[src/design/crn_pkg.sv]
// shared types, constants and lookup tables of the cross-channel response normalizer
// no dependencies; used by every other file of the block

package crn_pkg;

	localparam int SAMPLE_BITS = 16;
	localparam int MAX_WINDOW  = 15;
	localparam int MAX_CHANNELS = 1024;
	localparam int DELAY_DEPTH = MAX_WINDOW / 2 + 1;
	localparam int SQ_BITS     = 2 * SAMPLE_BITS - 1;
	localparam int SUM_BITS    = SQ_BITS + $clog2(MAX_WINDOW);
	localparam int SIZE_BITS   = $clog2(MAX_WINDOW + 1);
	localparam int LAG_BITS    = $clog2(DELAY_DEPTH);
	localparam int COUNT_BITS  = $clog2(MAX_CHANNELS + 1);
	localparam int CI_BITS     = $clog2(MAX_CHANNELS);
	localparam int CFG_IDX_BITS  = 3;
	localparam int CFG_DATA_BITS = 24;

	// register indexes
	localparam logic [CFG_IDX_BITS-1:0] CFG_WINDOW_SIZE   = 3'd0;
	localparam logic [CFG_IDX_BITS-1:0] CFG_CHANNEL_COUNT = 3'd1;
	localparam logic [CFG_IDX_BITS-1:0] CFG_ALPHA         = 3'd2;
	localparam logic [CFG_IDX_BITS-1:0] CFG_K_OFFSET      = 3'd3;
	localparam logic [CFG_IDX_BITS-1:0] CFG_BETA          = 3'd4;

	typedef struct packed {
		logic [SIZE_BITS-1:0] size;
		logic [LAG_BITS-1:0]  lag;
		logic [23:0]          alpha;
		logic [23:0]          k;
		logic [15:0]          beta;
	} crn_cfg_t;

	typedef struct packed {
		logic       push;
		logic       push_zero;
		logic       load;
		logic       mul_hi;
		logic       scale;
		logic       norm_step;
		logic [2:0] norm_idx;
		logic       log_step;
		logic       beta_step;
		logic       xmul;
		logic       out_write;
		logic       out_last;
		logic       clear;
	} crn_cmd_t;

	typedef logic [15:0] lg_tab_t [256];
	typedef logic [16:0] ex_tab_t [256];

	// 16 bits of log2 of a Q1.30 mantissa, by repeated squaring
	function automatic logic [15:0] lg16(logic [63:0] m_in);
		logic [63:0] m;
		logic [15:0] r;
		m = m_in;
		r = '0;
		for (int i = 0; i < 16; i++) begin
			m = (m * m) >> 30;
			r = {r[14:0], 1'b0};
			if (m >= 64'h8000_0000) begin
				r[0] = 1'b1;
				m = m >> 1;
			end
		end
		return r;
	endfunction

	function automatic lg_tab_t build_lg();
		lg_tab_t t;
		for (int i = 0; i < 256; i++)
			t[i] = lg16(64'(256 + i) << 22);
		return t;
	endfunction

	// smallest Q1.16 value whose log2 reaches g/256
	function automatic ex_tab_t build_ex();
		ex_tab_t t;
		logic [16:0] lo;
		logic [16:0] hi;
		logic [16:0] mid;
		for (int i = 0; i < 256; i++) begin
			lo = 17'd65536;
			hi = 17'd131071;
			for (int b = 0; b < 18; b++) begin
				if (lo < hi) begin
					mid = lo + ((hi - lo) >> 1);
					if (lg16(64'(mid) << 14) >= 16'(i * 256)) hi = mid;
					else lo = mid + 17'd1;
				end
			end
			t[i] = lo;
		end
		return t;
	endfunction

	localparam lg_tab_t LG_TABLE = build_lg();
	localparam ex_tab_t EX_TABLE = build_ex();

endpackage

[src/design/crn_ctrl.sv]
// controller: register file, channel bookkeeping and the sequencer of the arithmetic steps
// depends on crn_pkg

module crn_ctrl (
	input  logic                                clk,
	input  logic                                arst_n,
	input  logic                                in_valid,
	output logic                                in_ready,
	input  logic                                cfg_valid,
	input  logic [crn_pkg::CFG_IDX_BITS-1:0]    cfg_index,
	input  logic [crn_pkg::CFG_DATA_BITS-1:0]   cfg_data,
	input  logic                                out_free,
	output crn_pkg::crn_cmd_t                   cmd,
	output crn_pkg::crn_cfg_t                   cfg
);

	typedef enum logic [3:0] {
		ST_IDLE, ST_MUL_LO, ST_MUL_HI, ST_SCALE, ST_NORM, ST_LOG,
		ST_BETA, ST_XMUL, ST_OUT, ST_FLUSH, ST_CLEAR
	} state_t;

	state_t state_q;
	logic [3:0]  size_q;
	logic [10:0] count_q;
	logic [23:0] alpha_q;
	logic [23:0] k_q;
	logic [15:0] beta_q;
	logic [crn_pkg::CI_BITS-1:0]  ci_q;
	logic [crn_pkg::LAG_BITS-1:0] j_q;
	logic [2:0]  norm_idx_q;
	logic        pix_last_q;
	logic        out_last_q;

	logic [crn_pkg::SIZE_BITS-1:0]  eff_size;
	logic [crn_pkg::COUNT_BITS-1:0] eff_count;
	logic [crn_pkg::LAG_BITS-1:0]   lag;
	logic [crn_pkg::LAG_BITS-1:0]   j_next;
	logic        in_acc;
	logic        last;
	logic        emit_now;
	logic        flush_emit;
	logic        cfg_clear;

	assign eff_size  = (size_q == '0) ? crn_pkg::SIZE_BITS'(1) : size_q;
	assign eff_count = (count_q == '0) ? crn_pkg::COUNT_BITS'(1) :
		(count_q > crn_pkg::COUNT_BITS'(crn_pkg::MAX_CHANNELS)) ?
		crn_pkg::COUNT_BITS'(crn_pkg::MAX_CHANNELS) : count_q;
	assign lag       = crn_pkg::LAG_BITS'(eff_size >> 1);
	assign in_ready  = (state_q == ST_IDLE);
	assign in_acc    = in_valid && in_ready;
	assign last      = ({1'b0, ci_q} + crn_pkg::COUNT_BITS'(1)) >= eff_count;
	assign emit_now  = ci_q >= crn_pkg::CI_BITS'(lag);
	assign j_next    = j_q + crn_pkg::LAG_BITS'(1);
	assign flush_emit = ({1'b0, ci_q} + crn_pkg::COUNT_BITS'(j_next)) >=
		crn_pkg::COUNT_BITS'(lag);
	assign cfg_clear = cfg_valid &&
		(cfg_index == crn_pkg::CFG_WINDOW_SIZE || cfg_index == crn_pkg::CFG_CHANNEL_COUNT);

	always_ff @(posedge clk or negedge arst_n) begin
		if (!arst_n) begin
			state_q    <= ST_IDLE;
			size_q     <= 4'd5;
			count_q    <= 11'd64;
			alpha_q    <= 24'd336;
			k_q        <= 24'd65536;
			beta_q     <= 16'd3072;
			ci_q       <= '0;
			j_q        <= '0;
			norm_idx_q <= '0;
			pix_last_q <= 1'b0;
			out_last_q <= 1'b0;
		end else begin
			if (cfg_clear) begin
				ci_q    <= '0;
				j_q     <= '0;
				state_q <= ST_IDLE;
			end else begin
				case (state_q)
					ST_IDLE: begin
						if (in_acc) begin
							pix_last_q <= last;
							j_q        <= '0;
							if (!last) ci_q <= ci_q + crn_pkg::CI_BITS'(1);
							if (emit_now) begin
								out_last_q <= last && (lag == '0);
								state_q    <= ST_MUL_LO;
							end else if (last) begin
								state_q <= ST_FLUSH;
							end
						end
					end
					ST_MUL_LO: state_q <= ST_MUL_HI;
					ST_MUL_HI: state_q <= ST_SCALE;
					ST_SCALE: begin
						norm_idx_q <= '0;
						state_q    <= ST_NORM;
					end
					ST_NORM: begin
						if (norm_idx_q == 3'd5) state_q <= ST_LOG;
						else norm_idx_q <= norm_idx_q + 3'd1;
					end
					ST_LOG: state_q <= ST_BETA;
					ST_BETA: state_q <= ST_XMUL;
					ST_XMUL: state_q <= ST_OUT;
					ST_OUT: begin
						if (out_free) begin
							if (!pix_last_q) state_q <= ST_IDLE;
							else if (j_q == lag) state_q <= ST_CLEAR;
							else state_q <= ST_FLUSH;
						end
					end
					ST_FLUSH: begin
						j_q <= j_next;
						if (flush_emit) begin
							out_last_q <= (j_next == lag);
							state_q    <= ST_MUL_LO;
						end else if (j_next == lag) begin
							state_q <= ST_CLEAR;
						end
					end
					ST_CLEAR: begin
						ci_q    <= '0;
						j_q     <= '0;
						state_q <= ST_IDLE;
					end
					default: state_q <= ST_IDLE;
				endcase
			end
			if (cfg_valid) begin
				case (cfg_index)
					crn_pkg::CFG_WINDOW_SIZE:   size_q  <= cfg_data[3:0];
					crn_pkg::CFG_CHANNEL_COUNT: count_q <= cfg_data[10:0];
					crn_pkg::CFG_ALPHA:         alpha_q <= cfg_data;
					crn_pkg::CFG_K_OFFSET:      k_q     <= cfg_data;
					crn_pkg::CFG_BETA:          beta_q  <= cfg_data[15:0];
					default: ;
				endcase
			end
		end
	end

	always_comb begin
		cmd           = '0;
		cmd.push      = in_acc;
		cmd.push_zero = (state_q == ST_FLUSH);
		cmd.load      = (state_q == ST_MUL_LO);
		cmd.mul_hi    = (state_q == ST_MUL_HI);
		cmd.scale     = (state_q == ST_SCALE);
		cmd.norm_step = (state_q == ST_NORM);
		cmd.norm_idx  = norm_idx_q;
		cmd.log_step  = (state_q == ST_LOG);
		cmd.beta_step = (state_q == ST_BETA);
		cmd.xmul      = (state_q == ST_XMUL);
		cmd.out_write = (state_q == ST_OUT) && out_free;
		cmd.out_last  = out_last_q;
		cmd.clear     = (state_q == ST_CLEAR) || cfg_clear;
	end

	assign cfg.size  = eff_size;
	assign cfg.lag   = lag;
	assign cfg.alpha = alpha_q;
	assign cfg.k     = k_q;
	assign cfg.beta  = beta_q;

endmodule

[config.mk]
export PLATFORM = sky130hd
export DESIGN_NAME = crn_ctrl
export DESIGN_NICKNAME = d
export VERILOG_FILES = /design/src/design/crn_pkg.sv /design/src/design/crn_ctrl.sv
export SDC_FILE = /design/constraint.sdc
export NUM_CORES = 1
export LEC_CHECK = 0
export ABC_AREA = 1
export BUFFER_PORTS_ARGS = -buffer_cell sky130_fd_sc_hd__buf_4
export CAP_MARGIN = 20
export CORE_MARGIN = 1
export CORE_UTILIZATION = 40
export CTS_CLUSTER_DIAMETER = 100
export CTS_CLUSTER_SIZE = 25
export DETAILED_ROUTE_END_ITERATION = 12
export GPL_ROUTABILITY_DRIVEN = 0
export GPL_TIMING_DRIVEN = 0
export SLEW_MARGIN = 20
export SYNTH_ARGS = -nofsm -noshare
export SYNTH_HDL_FRONTEND = slang
export SYNTH_SLANG_ARGS = --single-unit
export TNS_END_PERCENT = 20
[constraint.sdc]
create_clock -name clk -period 2.81 [get_ports clk]
set_input_delay 0.1405 -clock clk [delete_from_list [all_inputs] [get_ports clk]]
set_output_delay 0.1405 -clock clk [all_outputs]
set_load 0.01 [all_outputs]
# ---- Word-level counts from Yosys, hierarchy flattened
# Index checks and enable logic that the tools add are counted.
# W data, S select, Z words.
dict set report op_classes {
  n_mux 27
  eq_ne 27
  addsub 5
  reduce_logical 26
  magnitude_cmp 4
  bitwise_logic 1
}
# cell count
set ops {}
lappend ops {{$mux W4} 10}
lappend ops {{$pmux W4 S10} 1}
lappend ops {{$mux W10} 3}
lappend ops {{$mux W11} 2}
lappend ops {{$pmux W10 S2} 1}
lappend ops {{$eq A4 B3 Y1 const B} 4}
lappend ops {{$eq A4 B4 Y1 const B} 3}
lappend ops {{$reduce_and A2 Y1} 6}
lappend ops {{$add A10 B1 Y11 const B} 1}
lappend ops {{$add A10 B3 Y11} 1}
lappend ops {{$ge A11 B11 Y1} 1}
lappend ops {{$ge A11 B3 Y1} 1}
lappend ops {{$gt A11 B11 Y1 const B} 1}
lappend ops {{$logic_not A11 Y1} 1}
lappend ops {{$add A10 B1 Y10 const B} 1}
lappend ops {{$ge A10 B3 Y1} 1}
lappend ops {{$reduce_and A5 Y1} 2}
lappend ops {{$mux W3} 3}
lappend ops {{$pmux W3 S3} 1}
lappend ops {{$reduce_and A3 Y1} 3}
lappend ops {{$eq A4 B2 Y1 const B} 2}
lappend ops {{$logic_not A4 Y1} 2}
lappend ops {{$ne A4 B1 Y1 const B} 2}
lappend ops {{$add A3 B1 Y3 const B} 2}
lappend ops {{21 further kinds} 35}
dict set report word_totals {
  inputBits 32
  regBits 101
  output_inout_bits 87
}

# ---- Longest topological paths before layout
# Gate-level depths: netlist (run 1).
dict set report depth {
  depth_word 9
  mapped_depth 18
  depth_no_buf 18
}

# ---- Worst setup path after synthesis (run 1)
# Ideal clock, no wire load.
dict set report synth_timing {
  kind {flip-flop to flip-flop}
  from {register j_q[0] (netlist name)}
  to {register state_q[0]}
  stages_incl_launch_ff 17
  slack_ns 0.221
  arrival_ns 2.471
  t_required_ns 2.692
  setup_ns 0.118
  path_cell_list {dfrtp_1 > ha_1 > xnor2_1 > inv_1 > ha_1 > xor2_1 > ha_1 > a21oi_1 > nand3_1 > nor2_2 > nand3_2 > nor2_4 > nand3_2 > nand2_2 > nor2_2 > nand2_1 > nand2_1}
}
dict set report synth_between {
  elab_chain_cells 6
  word_cells_on_any_way 13
}
# item line
set synth_lines {}
lappend synth_lines {{from (decl)} crn_ctrl.sv:29} ;# logic [crn_pkg::LAG_BITS-1:0] j_q;
lappend synth_lines {{from (signal assigned)} crn_ctrl.sv:113} ;# j_q <= j_next;
lappend synth_lines {{$add A3 B1 Y3 or $eq A3 B3 Y1 (tied branches)} {crn_ctrl.sv:53, crn_ctrl.sv:108}}
lappend synth_lines {{$add A10 B3 Y11 or $mux W2 (tied branches)} {crn_ctrl.sv:54, crn_ctrl.sv:108}}
lappend synth_lines {{$ge A11 B3 Y1 or $mux W4 (tied branches)} {crn_ctrl.sv:54, crn_ctrl.sv:107}}
lappend synth_lines {{$mux W4 (on tied branches)} {crn_ctrl.sv:114, crn_ctrl.sv:106}}
lappend synth_lines {{$pmux W4 S10} crn_ctrl.sv:78} ;# case (state_q)
lappend synth_lines {{$mux W4} crn_ctrl.sv:73} ;# if (cfg_clear) begin
lappend synth_lines {{to (signal assigned)} crn_ctrl.sv:76} ;# state_q <= ST_IDLE;
lappend synth_lines {{to (signal assigned)} crn_ctrl.sv:116} ;# state_q <= ST_MUL_LO;
lappend synth_lines {{to (signal assigned)} crn_ctrl.sv:118} ;# state_q <= ST_CLEAR;
lappend synth_lines {{to (decl)} crn_ctrl.sv:22} ;# state_t state_q;
# Several ways; a longest one is shown, not always the timed one. The select of a mux whose other input is x is not followed.
# A chain may end at the register's enable or synchronous reset.

# ---- Worst setup path in the final report (run 1)
# Same ends and word-level chain as after synthesis.

==> impl_metrics.toml, run 1 <==
[status]
status = "finished clean"

[clocking]
cts-root-buf = "clkbuf_16"
clock-sinks = 101
clk_latency_ps = 350
cts_max_level = 3
cts_tree = "built"
path_clk_slew_ps = 80
cts_buffers = 9
clock_path_buffers = 2

[critical_path]
critical_path_required_ps = 3050
arrival_ps = 2900
slowest_stage = "dfrtp_1"
crit_family = "simple AND/OR/NAND/NOR gates"
crit_path_end_kind = "flop"
cp-start-kind = "flop"
slowest_delay_ps = 440
worstSetupPathDepth = 16
crit_buf_inv = 1
path_max_fanout = 5
r2r_cells = 16
crit_chain = "ha_4, xnor2_4, inv_2, ha_4, xor2_1, ha_1, a21oi_1, nand3_1, nor2_2, nand3_2, nor2_4, nand3_4, nand2_2, nor2_2, nand2_1, nand2_1"
crit_type = "reg2reg"

[cells_and_area]
fill_cells = 1268
area_growth_pct = 30.9
fin_util_pct = 54.4
layout_commonest_cell = "nand2_1"
nets = 835
layout-drive-gt1-share_pct = 29.5
antenna_cells = 0
final_cell_mix = "nand2_1, buf_4, o21ai_0, dfrtp_1, inv_1"

[global_routing]
track_usage_pct = 20.6
grt_pass1_vias = 4702
antenna_found_initial = 0
grt-ovfl-total = 0
grt_max_degree = 102
grt_pass1_wl_mm = 22.7

[placed_design]
portBuffers = 118
pre_cts_ws_ps = -326
place_hpwl_mm = 10.0

[floorplan]
die_h_um = 117
io_pins = 119
fp.dieArea_um2 = 13800
fp-row-count = 41
start_util_pct = 41.6
core-area_um2 = 12800
die_w_um = 117

[synthesis]
synth_edf_count = 0
avgSynthCellArea_um2 = 8.33
synth-seq-cells = 101
async_flop_share_pct = 100
yosys.cell_types.count = 42
ys_seq_area_share_pct = 47.6
syn-cell-area_um2 = 5330
synthFlopType = "dfrtp_1"
syn_nets = 697
yosys_warnings = 0
syn_inst = 640

[pwr]
peakVddDrop_mv = 0.547
power.density_nw_per_um2 = 919
power.leakage_nw = 3.60

[job]
cap_violations = 0

[timing]
fin_crit_ps = 2660
worst_pin_slew_ps = 913
finalHoldViolations = 0
finalCritPeriodShare_pct = 94.7
slew_headroom_pct = 39.1
maxSlewViolCount = 0
hold_slack_ps = 31.7
setup_viol = 0
fmax_ghz = 0.376
setup_ws_ps = 149
setup_tns_ps = 0
skew_ps = 4.27

[route]
ant_nets = 0
dr.pass1.iters = 4
drcViolationCount = 0
viasPerCell = 4.85
routed-via-count = 4628
wirelength_mm = 13.7
first_iter_violations = 239
avgRoutedWirePerCell_um = 14.4

[hold_path]
min_path_type = "in2reg"
hold_depth = 3
[per-stage QoR]
| step | instance area [um^2] | power [mW] | instances |
|---|---|---|---|
| finish | 6970 | 6.41 | 955 |
| global route | 6970 | 6.90 | 955 |
| CTS | 6820 | 6.33 | 948 |
| detailed placement | 6430 | 4.88 | 930 |
| global placement | 6430 | 4.82 | 930 |
| floorplan | 5330 | 3.93 | 640 |
[Yosys cell counts (3+ instances only)]
cell type | count | share of area (%)
xor2_1 | 8 | 1.3
nor2_2 | 9 | 1.1
o21ai_0 | 88 | 8.3
nor3_1 | 4 | 0.38
inv_1 | 76 | 5.4
buf_4 | 6 | 0.85
o21ai_2 | 7 | 1.2
nand4_1 | 4 | 0.47
nand3_2 | 6 | 1.1
dfstp_2 | 9 | 4.4
nand2_2 | 6 | 0.70
ha_1 | 24 | 5.6
dfrtp_1 | 92 | 43
nand3_1 | 28 | 2.6
o22ai_2 | 5 | 1.2
nand2_4 | 3 | 0.63
clkbuf_1 | 14 | 0.99
nand2_1 | 167 | 12
inv_2 | 7 | 0.49
nor2_4 | 4 | 0.85
a21oi_1 | 10 | 0.94
nor2_1 | 36 | 2.5
[metal layers]
layer  wire (um)  vias to the layer above  track usage (%)
li1            -                     2320                -
met1        5840                     2188             24.6
met2        6790                      110             34.7
met3        1020                       10             7.30
met4          89                        0             5.68
met5           0                        -                0
[timing repair]
item                       4_1_cts  5_1_grt
hold buffers                     1        0
pin swaps                        1        6
setup buffers                    1        7
hold endpoints to repair        92        0
setup endpoints to repair       14       14
gates resized for setup          7       19
[kinds of logic after synthesis]
logic type / share of synthesized area (%)
simple gates: 22.9
compound gates: 13.0
buf+inv: 8.69
xor+xnor: 1.64
fa+ha+maj: 6.01
mux: 0.188
flops: 47.6
[power by group]
group | switching (mW) | leakage [nW] | internal [mW]
registers | 0.292 | 1.26 | 1.80
logic | 1.66 | 2.18 | 1.33
clock network | 0.588 | 0.158 | 0.732
[worst paths after layout]
path                                   start           to  slack, ps
min in group asynchronous             arst_n   alpha_q[9]        460
worst max register to register        j_q[0]   state_q[0]        150
max in group asynchronous             arst_n      ci_q[2]       1700
worst min register to register   alpha_q[21]  alpha_q[21]        490
worst max-delay path                  j_q[0]   state_q[0]        150
worst min-delay path            cfg_data[16]      k_q[16]         30
[sequential cells by signal, indices dropped and copies added, names as in the netlist]
register    count
pix_last_q      1
size_q          4
beta_q         16
count_q        11
ci_q           10
alpha_q        24
out_last_q      1
state_q         4
k_q            24
norm_idx_q      3
j_q             3
[layout make-up]
| type | count | area [um^2] | share of cell area [%] |
|---|---|---|---|
| Sequential cell | 101 | 2540 | 36.5 |
| Multi-Input combinational cell | 428 | 2460 | 35.3 |
| Timing Repair Buffer | 127 | 972 | 13.9 |
| Inverter | 86 | 328 | 4.70 |
| Clock buffer | 10 | 239 | 3.43 |
| Tap cell | 172 | 215 | 3.09 |
| Buffer | 25 | 135 | 1.94 |
| Clock inverter | 6 | 80.1 | 1.15 |
[worst register-to-register path: stages, from the launching register on]
cell	delay (ps)
dfrtp_1	440
ha_4	210
xnor2_4	180
inv_2	80
ha_4	300
xor2_1	140
ha_1	250
a21oi_1	140
nand3_1	100
nor2_2	120
nand3_2	100
nor2_4	190
nand3_4	100
nand2_2	80
nor2_2	40
nand2_1	50
nand2_1	40
(Power assumes the default switching activity.)
==> inputs of run 2 (changes only) <==
- ABC_AREA: 1 -> unset
==> run 2 against run 1 <==
  * The run now ends with negative setup slack left
  * Combinational power fell by 4%
  * Worst hold slack about the same
  * Clock power is essentially flat
  * Clock-buffer cell count grew 1
  * Non-clock buffer count is 5 higher
  * Critical endpoint is now out_last_q
  * Largest cell class is now multi-input combinational cells
==> impl_metrics.toml, run 2 <==
[status]
status = "finished with violations"
violations = "negative setup slack"

[floorplan]
die_h_um = 117
die_w_um = 117
fp.dieArea_um2 = 13600
start_util_pct = 41.4
fp-row-count = 41
io_pins = 119
core-area_um2 = 12700

[synthesis]
syn_nets = 520
avgSynthCellArea_um2 = 11.4
syn_inst = 463
async_flop_share_pct = 100
ys_seq_area_share_pct = 48.2
yosys_warnings = 0
synthTopCellsByCount = "dfrtp_1, mux2_2, nand2_1"
synth.most_common_cell = "dfrtp_1"
synth_edf_count = 0
synthFlopType = "dfrtp_1"
yosys.cell_types.count = 59
yosys-top-cells-area = "dfrtp_1, mux2_2, ha_1, dfstp_2, nand2_1"
synth_top_area_share_pct = 43.7
synth-seq-cells = 101
syn-cell-area_um2 = 5270
synth_area_leader_cell = "dfrtp_1"

[cells_and_area]
layout_commonest_cell = "buf_4"
reg_top3 = "alpha_q (24), k_q (24), beta_q (16)"
nets = 663
fin_util_pct = 54.8
antenna_cells = 0
design_area_um2 = 6970
layout-drive-gt1-share_pct = 47.5
final_cell_mix = "buf_4, dfrtp_1, mux2_2, nand2_1"
area_growth_pct = 32.2

[timing]
setup_tns_ps = -5.32
fmax_ghz = 0.355
maxSlewViolCount = 0
finalCritPeriodShare_pct = 100
fin_crit_ps = 2820
setup_ws_ps = -5.32
rsz0062_at_grt = "yes"
setup_viol = 1
finalHoldViolations = 0
slew_headroom_pct = 37.6
skew_ps = 5.86
worst_pin_slew_ps = 937

[route]
first_iter_violations = 227
ant_nets = 0
avgRoutedWirePerCell_um = 16.1
routed-via-count = 4002
dr.pass1.iters = 4
drcViolationCount = 0
wirelength_mm = 12.6
viasPerCell = 5.11

[pwr]
pwr-share-comb_pct = 45.8
power.leakage_nw = 3.15
swShare_pct = 36.3
power.internal_mw = 3.98
peakVddDrop_mv = 0.388
power.density_nw_per_um2 = 898
pwr-share-seq_pct = 33.6
p_switching_mw = 2.27
clockPowerShare_pct = 20.7

[critical_path]
crit_family = "compound AO/OA/AOI/OAI gates"
path_max_fanout = 5
slowest_delay_ps = 410
critical_path_required_ps = 3040
cp-start-kind = "flop"
r2r-start = "ci_q[0]"
crit_type = "reg2reg"
rr_endpoint = "out_last_q"
slowest_stage = "dfrtp_2"
arrival_ps = 3050
crit_path_end_kind = "flop"
crit_buf_inv = 1
crit_chain = "ha_4, nand3_4, nor2_4, nand2_2, xnor2_2, ha_1, a211oi_2, nor2_2, a311oi_2, buf_4, or2_4, o22ai_2, mux2_4"
rrSetupSlack_ps = -5
r2r_cells = 13

[global_routing]
track_usage_pct = 19.3
grt_max_degree = 102
grt_pass1_vias = 3994
grt-ovfl-total = 0
grt_pass1_wl_mm = 20.1
antenna_found_initial = 0

[placed_design]
placed_area_um2 = 6380
place_hpwl_mm = 9.06
portBuffers = 118
pre_cts_ws_ps = -740

[hold_path]
worstHoldStart = "cfg_data[20]"
hold_depth = 2
min_path_type = "in2reg"
hold_end = "alpha_q[20]"

[clocking]
cts-root-buf = "clkbuf_16"
clock-sinks = 101
clock_path_buffers = 2
cts_tree = "built"
path_clk_slew_ps = 70
cts_buffers = 9
cts_max_level = 3
clk_latency_ps = 350

[job]
cap_violations = 0
-- run 2: cell type report --
type | instances | area [um^2]
Clock buffer | 11 | 243
Sequential cell | 101 | 2540
Clock inverter | 5 | 67.6
Multi-Input combinational cell | 314 | 2650
Buffer | 24 | 141
Timing Repair Buffer | 133 | 1020
Tap cell | 172 | 215
Fill cell | 1157 | 5750
Inverter | 23 | 87.6
-- run 2: how the worst max path moves through the flow --
stage,startpoint,to,slack (ps),cells past startpoint
detailed placement,ci_q[1],ci_q[8],-740,12
global placement,ci_q[1],ci_q[1],-620,12
CTS,ci_q[0],out_last_q,1,13
floorplan,ci_q[1],ci_q[1],50,12
global route,ci_q[0],ci_q[1],-120,13
finish,ci_q[0],out_last_q,-5,13
-- run 2: cells by family after synthesis --
kind of cell | count (synthesis) | share of synthesized area, %
adders and majority gates | 25 | 6.08
buffers and inverters | 48 | 4.41
xor gates and xnor gates | 18 | 2.99
and+or+nand+nor | 121 | 12.0
muxes | 86 | 18.2
DFF | 101 | 48.2
AOI/OAI and AO/OA | 64 | 8.21
-- run 2: worst register-to-register path: cells and delay by family (launching register included) --
family | cells | cell delay [ps]
compound gates | 3 | 690
fa+ha+maj | 2 | 500
simple gates | 5 | 490
flops | 1 | 410
mux | 1 | 270
buf+inv | 1 | 200
xor+xnor | 1 | 150
-- run 2: timing repair --
item	in CTS	in global routing
resized for setup	21	15
hold buffers	1	0
pin swaps	5	11
endpoints found under the setup margin	16	13
hold endpoints to repair	92	0
cloned	0	0
setup buffers	9	5
-- run 2: metal layers --
metal  up-vias  part of all wire (%)  global-route usage (%)
li1       1928                     -                       -
met1      1944                    44                    24.4
met2       113                    46                    30.7
met3        17                   7.8                    7.21
met4         0                   1.7                    6.16
met5         -                     0                       0
-- run 2: power groups by stage --
stage                     Sequential, mW  Clock [mW]  Combinational, mW
final                               2.10        1.29               2.86
after global routing                2.15        1.39               3.19
after CTS                           2.10        1.33               2.80
after detailed placement            2.13           0               2.55
after global placement              2.11           0               2.49
after floorplan                     2.18           0               1.55
-- run 2: through the flow --
stage,power [mW],hold WS (ps),cells
after global placement,4.60,382,753
after detailed placement,4.68,322,753
after CTS,6.23,19.1,778
after floorplan,3.73,-155,463
after global routing,6.73,17.7,783
final,6.26,31.8,783
==> inputs of run 3 (changes only) <==
- clock period: 2.81 -> 3.3 ns (I/O delays scaled with it)
==> run 3 against run 2 <==
  * The flow now finishes without violations
  * Via count fell by 2.0%
  * Design area decreased by 3.2%
  * Non-clock buffer count shrank 12
  * Register-to-register slack better by 270 ps
  * Power fell by 18%
  * Critical path depth shrank 1
  * Sequential share of layout area is 1.2 points higher
  * Worst hold slack better by 25 ps
  * Sequential cell count did not move
  * Cell count shrank 1.5%
  * Clock-buffer cell count did not move
  * Fmax down 7.1%
  * Highest routed layer unchanged
==> impl_metrics.toml, run 3 (synthesis results as in run 2) <==
[timing]
maxSlewViolCount = 0
setup_tns_ps = 0
fin_crit_ps = 3030
finalHoldViolations = 0
finalCritPeriodShare_pct = 91.8
skew_ps = 6.05
setup_viol = 0
fmax_ghz = 0.330
worst_pin_slew_ps = 946
slew_headroom_pct = 36.9
rsz0062_at_grt = "no"

[placed_design]
portBuffers = 118
place_hpwl_mm = 9.06
placed_cells = 753

[route]
top_layer = "met4"
wirelength_mm = 12.3
route.met3.wl_mm = 1.02
dr.pass1.iters = 4
viasPerCell = 5.09
wl_met2_mm = 5.67
routed-via-count = 3922
avgRoutedWirePerCell_um = 15.9
drt-met1-wl_mm = 5.49
drcViolationCount = 0
first_iter_violations = 214
ant_nets = 0

[status]
status = "finished clean"

[cells_and_area]
antenna_cells = 0
fin_util_pct = 53.0
area_growth_pct = 27.9
final_cell_mix = "buf_4, dfrtp_1, mux2_2, nand2_1, ha_1"
fin_cells = 771
nets = 651
layout-drive-gt1-share_pct = 42.6
reg_top3 = "alpha_q (24), k_q (24), beta_q (16)"
layout_commonest_cell = "buf_4"

[clocking]
cts-root-buf = "clkbuf_16"
path_clk_slew_ps = 70
cts_tree = "built"
cts_max_level = 3
cts_buffers = 9
clock_path_buffers = 2
clock-sinks = 101
clk_latency_ps = 350

[critical_path]
crit_family = "simple AND/OR/NAND/NOR gates"
crit_start = "ci_q[2]"
rr_endpoint = "out_last_q"
crit_path_end_kind = "flop"
slowest_delay_ps = 470
r2r_cells = 12
crit_type = "reg2reg"
arrival_ps = 3260
cp-start-kind = "flop"
crit_buf_inv = 1
crit_chain = "and3_2, nand3_1, nor2_1, xnor2_1, ha_1, o21ai_0, nor2_1, a311oi_2, buf_4, or2_2, o22ai_1, mux2_1"
slowest_stage = "dfrtp_1"
path_common_cell = "nor2_1"
rrSetupSlack_ps = 270
critical_path_required_ps = 3530
r2r-start = "ci_q[2]"
path_max_fanout = 6
worstSetupPathDepth = 12
crit_path_end = "out_last_q"

[floorplan]
io_pins = 119
fp.dieArea_um2 = 13600
die_h_um = 117
die_w_um = 117
core-area_um2 = 12700
start_util_pct = 41.4
fp-row-count = 41

[global_routing]
antenna_found_initial = 0
grt_pass1_vias = 3935
grt-ovfl-total = 0
grt_max_degree = 102
track_usage_pct = 19.1
grt_pass1_wl_mm = 20.0

[pwr]
peakVddDrop_mv = 0.329
power.leakage_nw = 3.08
power.density_nw_per_um2 = 762
finalPower_mw = 5.14

[job]
cap_violations = 0

[hold_path]
min_path_type = "in2reg"
[run 3: where the power goes]
group | switching, mW | total, mW | internal [mW] | leakage (nW)
clock | 0.479 | 1.10 | 0.620 | 0.152
combinational | 1.13 | 2.24 | 1.10 | 1.70
sequential | 0.246 | 1.80 | 1.55 | 1.23
total | 1.86 | 5.14 | 3.28 | 3.08
[run 3: layout make-up]
type	count	area, um^2
inverter	23	87.6
tap	172	215
multi-input combinational	314	2520
clock inverter	5	67.6
buffer	24	141
clock buffer	11	243
timing repair buffer	121	927
sequential	101	2540
fill	1188	5980
[run 3: worst reg2reg max path, stage by stage, from the launching register on]
cell and delay [ps]:
dfrtp_1 470, and3_2 310, nand3_1 210, nor2_1 190, xnor2_1 170, ha_1 280, o21ai_0 160, nor2_1 110
a311oi_2 320, buf_4 190, or2_2 130, o22ai_1 80, mux2_1 300
[run 3: layer usage]
metal / GRT usage (%) / vias up
met4: 5.49 / 0
met2: 30.4 / 113
met1: 24.4 / 1902
li1: - / 1899
met3: 7.16 / 8
met5: 0 / -
[run 3: worst min-delay path by stage]
stage	start	to	depth (start not counted)
final	cfg_data[20]	alpha_q[20]	2
after CTS	cfg_data[17]	alpha_q[17]	2
after detailed placement	arst_n	ci_q[6]	1
after global routing	cfg_data[23]	k_q[23]	2
after floorplan	arst_n	alpha_q[0]	0
after global placement	cfg_data[19]	k_q[19]	2
[run 3: through the flow]
stage	hold slack (ps)	worst slack, ps	cell area, um^2
final	57.0	269	6740
after global routing	42.2	35.4	6740
after CTS	43.6	10.0	6730
after detailed placement	347	-250	6380
after global placement	406	-129	6370
after floorplan	-131	542	5270
[run 3: timing repair]
action                                  4_1_cts  5_1_grt
hold endpoints to repair                     92        0
pin swaps                                     2        1
endpoints found under the setup margin       11       10
buffers inserted                              2        0
resized for setup                             1        5
hold buffers                                  1        0
